File: src/hdl/assert_macros.svh
// Assertion helpers shared by the RTL.
// Each check is sampled on the rising edge of aclk and held off while aresetn is low.
`ifndef ASSERT_MACROS_SVH
`define ASSERT_MACROS_SVH

// Check a property that holds in the same cycle.
`define AST_SAME(label, ante, cons, msg) \
    label: assert property (@(posedge aclk) disable iff (!aresetn) (ante) |-> (cons)) \
        else $error(msg);

// Check a property that holds in the following cycle.
`define AST_NEXT(label, ante, cons, msg) \
    label: assert property (@(posedge aclk) disable iff (!aresetn) (ante) |=> (cons)) \
        else $error(msg);

`endif

File: src/hdl/ppfib_pkg.sv
package ppfib_pkg;

    // Default sizing
    localparam int PLAYERS_DEF = 8;
    localparam int ENTRIES_DEF = 16;

    // Field widths
    localparam int OPCODE_W = 2;
    localparam int PID_W    = 8;
    localparam int FRAME_W  = 16;
    localparam int BITS_W   = 16;
    localparam int S_DATA_W = PID_W + FRAME_W + BITS_W;
    localparam int M_DATA_W = BITS_W;

    typedef enum logic [OPCODE_W-1:0] {
        OP_STORE  = 2'd0,
        OP_LOOKUP = 2'd1,
        OP_CLEAR  = 2'd2
    } opcode_t;

    typedef enum logic [1:0] {
        ST_IDLE,
        ST_SCAN,
        ST_RESULT
    } state_t;

    // Controller to datapath
    typedef struct packed {
        logic do_store;
        logic do_clear;
        logic look_start;
        logic scan_en;
        logic load_out;
    } ctrl_cmd_t;

    // Datapath to controller
    typedef struct packed {
        logic store_ok;
        logic look_empty;
        logic scan_done;
        logic out_free;
    } ctrl_status_t;

endpackage

File: src/hdl/per_player_frame_input_buffer.sv
// Per-player frame input buffer.
// Slave stream carries commands: tuser holds the opcode (store, lookup, clear),
// tdata holds player id, frame number and controller bits. Master stream returns
// one item per lookup: tuser is the found flag, tdata the controller bits
// (zero if none). The local player id is written through cfg_wr_en /
// cfg_wr_data; the user must write it only while idle, which the block does not enforce.
// Store and clear produce no result; a store for the local player or for an
// id of PLAYERS or above is dropped.
// A lookup reads the player's ring one record per cycle from the single
// memory read port, stopping at the first exact frame match; without one the
// result is the record with the largest frame, the earliest read on ties. An
// empty ring or an unknown player skips the scan. The next item is taken
// only after the result is loaded, so a lookup holds the input until then.
// A result waits in the output register while m_tready is low; stores and
// clears are still accepted then, and a following lookup holds its result
// until the register frees.
// Reset (aresetn low, synchronous) empties every ring, zeroes the write
// pointers and the local player id; valid records are tracked by
// per-player fill counts, so no clearing pass is needed.
`include "assert_macros.svh"

module per_player_frame_input_buffer #(
    parameter int PLAYERS            = ppfib_pkg::PLAYERS_DEF,
    parameter int ENTRIES_PER_PLAYER = ppfib_pkg::ENTRIES_DEF
) (
    input  logic                           aclk,
    input  logic                           aresetn,
    input  logic                           cfg_wr_en,
    input  logic [ppfib_pkg::PID_W-1:0]    cfg_wr_data,
    input  logic                           s_tvalid,
    output logic                           s_tready,
    // player [7:0], frame [23:8], controls [39:24]
    input  logic [ppfib_pkg::S_DATA_W-1:0] s_tdata,
    // opcode [1:0]
    input  logic [ppfib_pkg::OPCODE_W-1:0] s_tuser,
    output logic                           m_tvalid,
    input  logic                           m_tready,
    // result controls [15:0]
    output logic [ppfib_pkg::M_DATA_W-1:0] m_tdata,
    // found [0]
    output logic                           m_tuser
);
    import ppfib_pkg::*;

    ctrl_cmd_t    cmd;
    ctrl_status_t status;

    ppfib_ctrl u_ctrl (
        .aclk     (aclk),
        .aresetn  (aresetn),
        .s_tvalid (s_tvalid),
        .s_tready (s_tready),
        .s_tuser  (s_tuser),
        .status   (status),
        .cmd      (cmd)
    );

    ppfib_dpath #(
        .PLAYERS (PLAYERS),
        .ENTRIES (ENTRIES_PER_PLAYER)
    ) u_dpath (
        .aclk        (aclk),
        .aresetn     (aresetn),
        .cfg_wr_en   (cfg_wr_en),
        .cfg_wr_data (cfg_wr_data),
        .s_tdata     (s_tdata),
        .cmd         (cmd),
        .status      (status),
        .m_tvalid    (m_tvalid),
        .m_tready    (m_tready),
        .m_tdata     (m_tdata),
        .m_tuser     (m_tuser)
    );

    // A lookup holds off intake until its result is loaded
    `AST_NEXT(a_lookup_blocks, s_tvalid && s_tready && (s_tuser == OP_LOOKUP), !s_tready, "intake open right after lookup")
    // Store and clear leave intake open
    `AST_NEXT(a_store_clear_fast, s_tvalid && s_tready && ((s_tuser == OP_STORE) || (s_tuser == OP_CLEAR)), s_tready, "intake closed after store or clear")
    // Never overwrite a result that is still waiting
    `AST_SAME(a_no_overwrite, cmd.load_out, !m_tvalid || m_tready, "result overwritten while stalled")
    // At most one command per cycle
    `AST_SAME(a_one_cmd, 1'b1, $onehot0({cmd.do_store, cmd.do_clear, cmd.look_start, cmd.scan_en, cmd.load_out}), "conflicting commands")

endmodule

File: src/hdl/ppfib_ctrl.sv
module ppfib_ctrl (
    input  logic                          aclk,
    input  logic                          aresetn,
    input  logic                          s_tvalid,
    output logic                          s_tready,
    input  logic [ppfib_pkg::OPCODE_W-1:0] s_tuser,
    input  ppfib_pkg::ctrl_status_t       status,
    output ppfib_pkg::ctrl_cmd_t          cmd
);
    import ppfib_pkg::*;

    state_t state_reg;
    state_t state_next;

    // State register
    always_ff @(posedge aclk) begin
        if (!aresetn) begin
            state_reg <= ST_IDLE;
        end else begin
            state_reg <= state_next;
        end
    end

    // Next state and commands
    always_comb begin
        state_next = state_reg;
        cmd        = '0;
        s_tready   = 1'b0;
        case (state_reg)
            ST_IDLE: begin
                s_tready = 1'b1;
                if (s_tvalid) begin
                    case (opcode_t'(s_tuser))
                        OP_STORE: begin
                            cmd.do_store = status.store_ok;
                        end
                        OP_CLEAR: begin
                            cmd.do_clear = 1'b1;
                        end
                        OP_LOOKUP: begin
                            cmd.look_start = 1'b1;
                            state_next = status.look_empty ? ST_RESULT : ST_SCAN;
                        end
                        default: begin
                        end
                    endcase
                end
            end
            ST_SCAN: begin
                cmd.scan_en = 1'b1;
                if (status.scan_done) begin
                    state_next = ST_RESULT;
                end
            end
            ST_RESULT: begin
                if (status.out_free) begin
                    cmd.load_out = 1'b1;
                    state_next = ST_IDLE;
                end
            end
            default: begin
                state_next = ST_IDLE;
            end
        endcase
    end

endmodule

File: src/hdl/ppfib_dpath.sv
module ppfib_dpath #(
    parameter int PLAYERS = ppfib_pkg::PLAYERS_DEF,
    parameter int ENTRIES = ppfib_pkg::ENTRIES_DEF
) (
    input  logic                           aclk,
    input  logic                           aresetn,
    input  logic                           cfg_wr_en,
    input  logic [ppfib_pkg::PID_W-1:0]    cfg_wr_data,
    input  logic [ppfib_pkg::S_DATA_W-1:0] s_tdata,
    input  ppfib_pkg::ctrl_cmd_t           cmd,
    output ppfib_pkg::ctrl_status_t        status,
    output logic                           m_tvalid,
    input  logic                           m_tready,
    output logic [ppfib_pkg::M_DATA_W-1:0] m_tdata,
    output logic                           m_tuser
);
    import ppfib_pkg::*;

    localparam int PIX_W     = $clog2(PLAYERS);
    localparam int IDX_W     = $clog2(ENTRIES);
    localparam int CNT_W     = $clog2(ENTRIES + 1);
    localparam int MEM_DEPTH = 2 ** (PIX_W + IDX_W);
    localparam int REC_W     = FRAME_W + BITS_W;
    localparam logic [PID_W:0]   PID_LIMIT = (PID_W + 1)'(PLAYERS);
    localparam logic [CNT_W-1:0] CNT_FULL  = CNT_W'(ENTRIES);
    localparam logic [IDX_W-1:0] IDX_LAST  = IDX_W'(ENTRIES - 1);

    // Input item fields
    logic [PID_W-1:0]   s_pid;
    logic [FRAME_W-1:0] s_frame;
    logic [BITS_W-1:0]  s_bits;
    logic [PIX_W-1:0]   s_pix;
    logic               pid_ok;

    assign s_pid   = s_tdata[PID_W-1:0];
    assign s_frame = s_tdata[PID_W +: FRAME_W];
    assign s_bits  = s_tdata[PID_W+FRAME_W +: BITS_W];
    assign s_pix   = s_pid[PIX_W-1:0];
    assign pid_ok  = {1'b0, s_pid} < PID_LIMIT;

    logic [PID_W-1:0] local_id_reg;

    // Per-player ring state: write pointer and fill count
    logic [IDX_W-1:0] wp_reg   [PLAYERS];
    logic [CNT_W-1:0] fill_reg [PLAYERS];

    // Record memory: frame in the upper half, bits in the lower
    logic [REC_W-1:0] mem [MEM_DEPTH];

    // Lookup scan state
    logic [PIX_W-1:0]   look_pix_reg;
    logic [FRAME_W-1:0] look_frame_reg;
    logic [CNT_W-1:0]   cnt_reg;
    logic [CNT_W-1:0]   iss_reg;
    logic [CNT_W-1:0]   ev_reg;
    logic               rd_vld_reg;
    logic [REC_W-1:0]   rd_data_reg;
    logic               have_reg;
    logic [FRAME_W-1:0] top_frame_reg;
    logic [BITS_W-1:0]  best_bits_reg;

    // Result register
    logic               m_tvalid_reg;
    logic               m_found_reg;
    logic [BITS_W-1:0]  m_bits_reg;

    logic               issue;
    logic               eval;
    logic [FRAME_W-1:0] rd_frame;
    logic [BITS_W-1:0]  rd_bits;
    logic               match;
    logic               look_last;

    assign issue     = cmd.scan_en && (iss_reg < cnt_reg);
    assign eval      = cmd.scan_en && rd_vld_reg;
    assign rd_frame  = rd_data_reg[BITS_W +: FRAME_W];
    assign rd_bits   = rd_data_reg[BITS_W-1:0];
    assign match     = rd_frame == look_frame_reg;
    assign look_last = ev_reg == (cnt_reg - CNT_W'(1));

    // Status toward the controller
    always_comb begin
        status.store_ok   = pid_ok && (s_pid != local_id_reg);
        status.look_empty = !pid_ok || (fill_reg[s_pix] == '0);
        status.scan_done  = eval && (match || look_last);
        status.out_free   = !m_tvalid_reg || m_tready;
    end

    // Configuration register
    always_ff @(posedge aclk) begin
        if (!aresetn) begin
            local_id_reg <= '0;
        end else if (cfg_wr_en) begin
            local_id_reg <= cfg_wr_data;
        end
    end

    // Advance the write pointer and fill count, reset all on clear
    always_ff @(posedge aclk) begin
        if (!aresetn || cmd.do_clear) begin
            for (int p = 0; p < PLAYERS; p++) begin
                wp_reg[p]   <= '0;
                fill_reg[p] <= '0;
            end
        end else if (cmd.do_store) begin
            wp_reg[s_pix] <= (wp_reg[s_pix] == IDX_LAST) ? '0 : wp_reg[s_pix] + IDX_W'(1);
            if (fill_reg[s_pix] != CNT_FULL) begin
                fill_reg[s_pix] <= fill_reg[s_pix] + CNT_W'(1);
            end
        end
    end

    // Record memory write and registered read
    always_ff @(posedge aclk) begin
        if (cmd.do_store) begin
            mem[{s_pix, wp_reg[s_pix]}] <= {s_frame, s_bits};
        end
        if (issue) begin
            rd_data_reg <= mem[{look_pix_reg, iss_reg[IDX_W-1:0]}];
        end
    end

    // Read-valid flag
    always_ff @(posedge aclk) begin
        if (!aresetn) begin
            rd_vld_reg <= 1'b0;
        end else begin
            rd_vld_reg <= issue;
        end
    end

    // Latch the lookup, then issue reads and track the best record
    always_ff @(posedge aclk) begin
        if (cmd.look_start) begin
            look_pix_reg   <= s_pix;
            look_frame_reg <= s_frame;
            cnt_reg        <= pid_ok ? fill_reg[s_pix] : '0;
            iss_reg        <= '0;
            ev_reg         <= '0;
            have_reg       <= 1'b0;
            top_frame_reg  <= '0;
            best_bits_reg  <= '0;
        end else begin
            if (issue) begin
                iss_reg <= iss_reg + CNT_W'(1);
            end
            if (eval) begin
                ev_reg <= ev_reg + CNT_W'(1);
                if (match) begin
                    have_reg      <= 1'b1;
                    best_bits_reg <= rd_bits;
                end else if (!have_reg || (rd_frame > top_frame_reg)) begin
                    have_reg      <= 1'b1;
                    top_frame_reg <= rd_frame;
                    best_bits_reg <= rd_bits;
                end
            end
        end
    end

    // Output register: load the result, drop valid once taken
    always_ff @(posedge aclk) begin
        if (!aresetn) begin
            m_tvalid_reg <= 1'b0;
        end else if (cmd.load_out) begin
            m_tvalid_reg <= 1'b1;
        end else if (m_tready) begin
            m_tvalid_reg <= 1'b0;
        end
    end

    always_ff @(posedge aclk) begin
        if (cmd.load_out) begin
            m_found_reg <= have_reg;
            m_bits_reg  <= best_bits_reg;
        end
    end

    assign m_tvalid = m_tvalid_reg;
    assign m_tdata  = m_bits_reg;
    assign m_tuser  = m_found_reg;

endmodule

File: config.mk
export PLATFORM = sky130hd
export DESIGN_NAME = per_player_frame_input_buffer
export DESIGN_NICKNAME = d
export VERILOG_FILES = /design/src/hdl/ppfib_pkg.sv /design/src/hdl/per_player_frame_input_buffer.sv /design/src/hdl/ppfib_ctrl.sv /design/src/hdl/ppfib_dpath.sv
export VERILOG_INCLUDE_DIRS = /design/src /design/src/hdl
export SDC_FILE = /design/constraint.sdc
export NUM_CORES = 2
export LEC_CHECK = 0
export BUFFER_PORTS_ARGS = -buffer_cell sky130_fd_sc_hd__buf_2
export CORE_MARGIN = 2
export CORE_UTILIZATION = 35
export DETAILED_ROUTE_END_ITERATION = 10
export RECOVER_POWER = 25
export SLEW_MARGIN = 10
export SYNTH_ARGS = -nofsm -noshare
export SYNTH_HDL_FRONTEND = slang
export SYNTH_MEMORY_MAX_BITS = 65536
export SYNTH_SLANG_ARGS = --single-unit
File: constraint.sdc
create_clock -name aclk -period 4.4 [get_ports aclk]
set_input_delay 0.88 -clock aclk [delete_from_list [all_inputs] [get_ports aclk]]
set_output_delay 0.88 -clock aclk [all_outputs]
set_load 0.02 [all_outputs]
==> flow_summary.json <==
{
  "cts-htree-levels": 5,
  "tightest_slew_ps": 4380,
  "globalplace.congestion": 0.859,
  "status": "complete, but fails checks",
  "postCtsHoldBufs": 0,
  "synth_edf_count": 4241,
  "path_clk_slew_ps": 60,
  "crit_fanout": 12,
  "grt_max_degree": 130,
  "ys_types": 78,
  "cts_sinks": 4296,
  "cts_tree": "built",
  "firstDrtPassIters": 8,
  "worstHoldStart": "cfg_wr_data[4]",
  "antenna_found_initial": 41,
  "critPathSlowestCell": "a221oi_1",
  "setup_violations": 0,
  "dp_worst_setup_slack_ps": 52.5,
  "grt_pass1_wl_um": 676000,
  "synth_nets": 7811,
  "nets": 8463,
  "clk_latency_ps": 1000,
  "dpl.hpwl_um": 290000,
  "ys_ff_latch": 4296,
  "crit_type": "reg2reg",
  "r2r_setup_slack_ps": 190,
  "numCtsBuffers": 432,
  "finalPower_mw": 84.8,
  "critPathLaunchType": "flop",
  "grt_overflow": 0,
  "fp.dieArea_um2": 481000,
  "holdCritPathClass": "in2reg",
  "layout_setup_ws_ps": 185,
  "crit_start": "u_dpath.iss_reg[0]",
  "fp-row-count": 253,
  "async_flop_share_pct": 0,
  "die_w_um": 693,
  "core_um2": 474000,
  "cp_top_family": "multiplexers",
  "area_delta_synth_final_pct": 16.5,
  "synth_warnings": 0,
  "start_util_pct": 35.1,
  "boundaryPins": 74,
  "fin_crit_ps": 4210,
  "ir_drop_mv": 0.349,
  "drcViolationCount": 0,
  "period_share_pct": 95.8,
  "ctsRootBufferMaster": "clkbuf_16",
  "cp_num_buf_inv": 3,
  "rsz0062_at_grt": "false",
  "violations": "capacitance limit, slew limit",
  "relSlewSlack_pct": -192,
  "layout-drive-gt1-share_pct": 27.2,
  "vias_per_cell": 5.70,
  "reg2reg_from": "u_dpath.iss_reg[0]",
  "grt_pass1_vias": 85200,
  "ant_nets": 0,
  "timing.setup.tns_ps": 0,
  "synth_area_per_cell_um2": 21.5,
  "finalHoldViolCount": 0,
  "io_buffers": 73,
  "worstSetupEndpointType": "flop",
  "wl_per_cell_um": 32.6,
  "crit_path_max_incr_delay_ps": 710,
  "cp_data_required_time_ps": 4980,
  "drt_iter0_markers": 12700,
  "p_leak_nw": 58.8,
  "pwr_density_cell_nw_per_um2": 437,
  "seqCellArea_um2": 128000,
  "finalMaxSlewViolations": 2109,
  "worstPathCellList": "buf_12 > buf_4 > mux4_2 > mux4_2 > nand2_1 > nand2_1 > a221oi_1 > buf_4 > a31oi_1",
  "drv_cap": 34,
  "post-route-cell-area_um2": 194000,
  "ys.flop_type": "edfxtp_1",
  "skew_ps": 57.4,
  "syn_area_um2": 166000,
  "arrival_ps": 4790,
  "largest_reg_flops": 4096,
  "fmax_ghz": 0.237,
  "die_h_um": 693,
  "track_usage_pct": 19.8,
  "wirelength_um": 489000,
  "multi_input_area_um2": 36100,
  "clk_path_buf_depth": 4,
  "vias": 85400,
  "place_area_um2": 180000,
  "synth_cells": 7730,
  "synth_seq_area_share_pct": 77.2,
  "n_fill_cell": 40800
}
[logic make-up after synthesis]
family | after synthesis | share of synthesized area [%]
simple gates | 805 | 2.15
mux | 1422 | 15.9
buf+inv | 479 | 1.67
compound gates | 663 | 2.66
fa+ha+maj | 26 | 0.196
flops | 4296 | 77.2
xor+xnor | 39 | 0.205
[final cells by class]
type                       instances  share of cell area [%]
timing repair buffer             654                    3.73
antenna                           18                  0.0232
clock inverter                   277                    1.39
inverter                          43                  0.0923
clock buffer                     507                    5.80
tap                             6247                    4.03
sequential                      4296                    66.3
multi-input combinational       2955                    18.6
[Yosys cell counts, types with 10 or more instances]
cell / n / area, µm²
nand4_1: 32 / 200
o21ai_0: 147 / 736
edfxtp_1: 4241 / 127000
dfxtp_1: 55 / 1100
ha_1: 26 / 325
o221ai_1: 84 / 736
mux2_2: 19 / 214
xor2_1: 23 / 201
mux2i_1: 434 / 4340
buf_2: 138 / 691
buf_1: 17 / 63.8
nand3_1: 62 / 310
and3_1: 15 / 93.8
inv_1: 38 / 143
a221oi_1: 44 / 385
o211ai_1: 20 / 150
a21oi_1: 133 / 666
clkbuf_1: 144 / 541
o22ai_1: 52 / 325
a31oi_1: 44 / 275
a2111oi_0: 16 / 140
nand4b_1: 16 / 140
mux4_2: 969 / 21800
nand3b_1: 19 / 143
nand2_1: 275 / 1030
buf_6: 69 / 777
xnor2_1: 16 / 140
a211oi_1: 31 / 233
nor2_1: 287 / 1080
nor3_1: 44 / 220
nor2b_1: 15 / 93.8
buf_4: 63 / 473
and2_1: 10 / 62.6
nand2b_1: 12 / 75.1
[path summary, 6_finish.rpt]
| path | to | cells after the start |
|---|---|---|
| worst max-delay path | u_dpath.rd_data_reg[15] | 9 |
| worst min-delay path | u_dpath.local_id_reg[4] | 3 |
| worst max register to register | u_dpath.rd_data_reg[15] | 9 |
| worst min register to register | u_dpath.m_tdata[10] | 0 |
[layer usage]
layer	track usage, %	part of all wire (%)
met5	0	0.013
met3	3.99	10
met2	31.7	47
met1	26.9	39
met4	7.23	4.0
[stage by stage]
| step | cells | utilization [%] | hold WS (ps) |
|---|---|---|---|
| after floorplan | 7730 | - | 408 |
| after global placement | 14200 | 38.0 | 424 |
| after detailed placement | 14200 | 38.0 | 424 |
| after CTS | 15000 | 40.9 | 64.7 |
| after global routing | 15000 | 40.9 | 125 |
| final | 15000 | 40.9 | 128 |
[report_power, final]
| part | internal [mW] | switching, mW |
|---|---|---|
| clock network | 20.8 | 15.7 |
| registers | 45.0 | 0.0396 |
| logic | 1.05 | 2.07 |
| total | 66.9 | 17.8 |
[tightest hold or removal path: cells and delay by family]
| kind | cells | cell delay, ps |
|---|---|---|
| mux | 1 | 60 |
| simple gates | 1 | 70 |
| buf+inv | 1 | 80 |
[cells in the final DEF, fill, tap and decap left out, types with 18 or more instances in the layout]
| cell | synthesis | layout |
|---|---|---|
| a211oi_1 | 31 | 31 |
| a21oi_1 | 133 | 133 |
| a221oi_1 | 44 | 44 |
| a31oi_1 | 44 | 44 |
| buf_12 | 1 | 205 |
| buf_2 | 138 | 39 |
| buf_4 | 63 | 368 |
| bufinv_16 | 0 | 44 |
| clkbuf_1 | 144 | 99 |
| clkbuf_16 | 0 | 437 |
| clkinv_1 | 4 | 117 |
| clkinv_2 | 0 | 75 |
| dfxtp_1 | 55 | 51 |
| diode_2 | 0 | 18 |
| edfxtp_1 | 4241 | 4241 |
| ha_1 | 26 | 26 |
| inv_1 | 38 | 36 |
| mux2_2 | 19 | 19 |
| mux2i_1 | 434 | 434 |
| mux4_2 | 969 | 969 |
| nand2_1 | 275 | 267 |
| nand3_1 | 62 | 59 |
| nand3b_1 | 19 | 19 |
| nand4_1 | 32 | 32 |
| nor2_1 | 287 | 158 |
| nor2_4 | 0 | 128 |
| nor3_1 | 44 | 44 |
| o211ai_1 | 20 | 20 |
| o21ai_0 | 147 | 146 |
| o221ai_1 | 84 | 84 |
| o22ai_1 | 52 | 52 |
| xor2_1 | 23 | 23 |
[what timing repair did]
action | CTS | global route
gates resized for setup | 0 | 1
setup buffers | 0 | 0
hold endpoints to repair | 0 | 0
setup endpoints to repair | 0 | 1
Power figures use the tool's default switching activity.
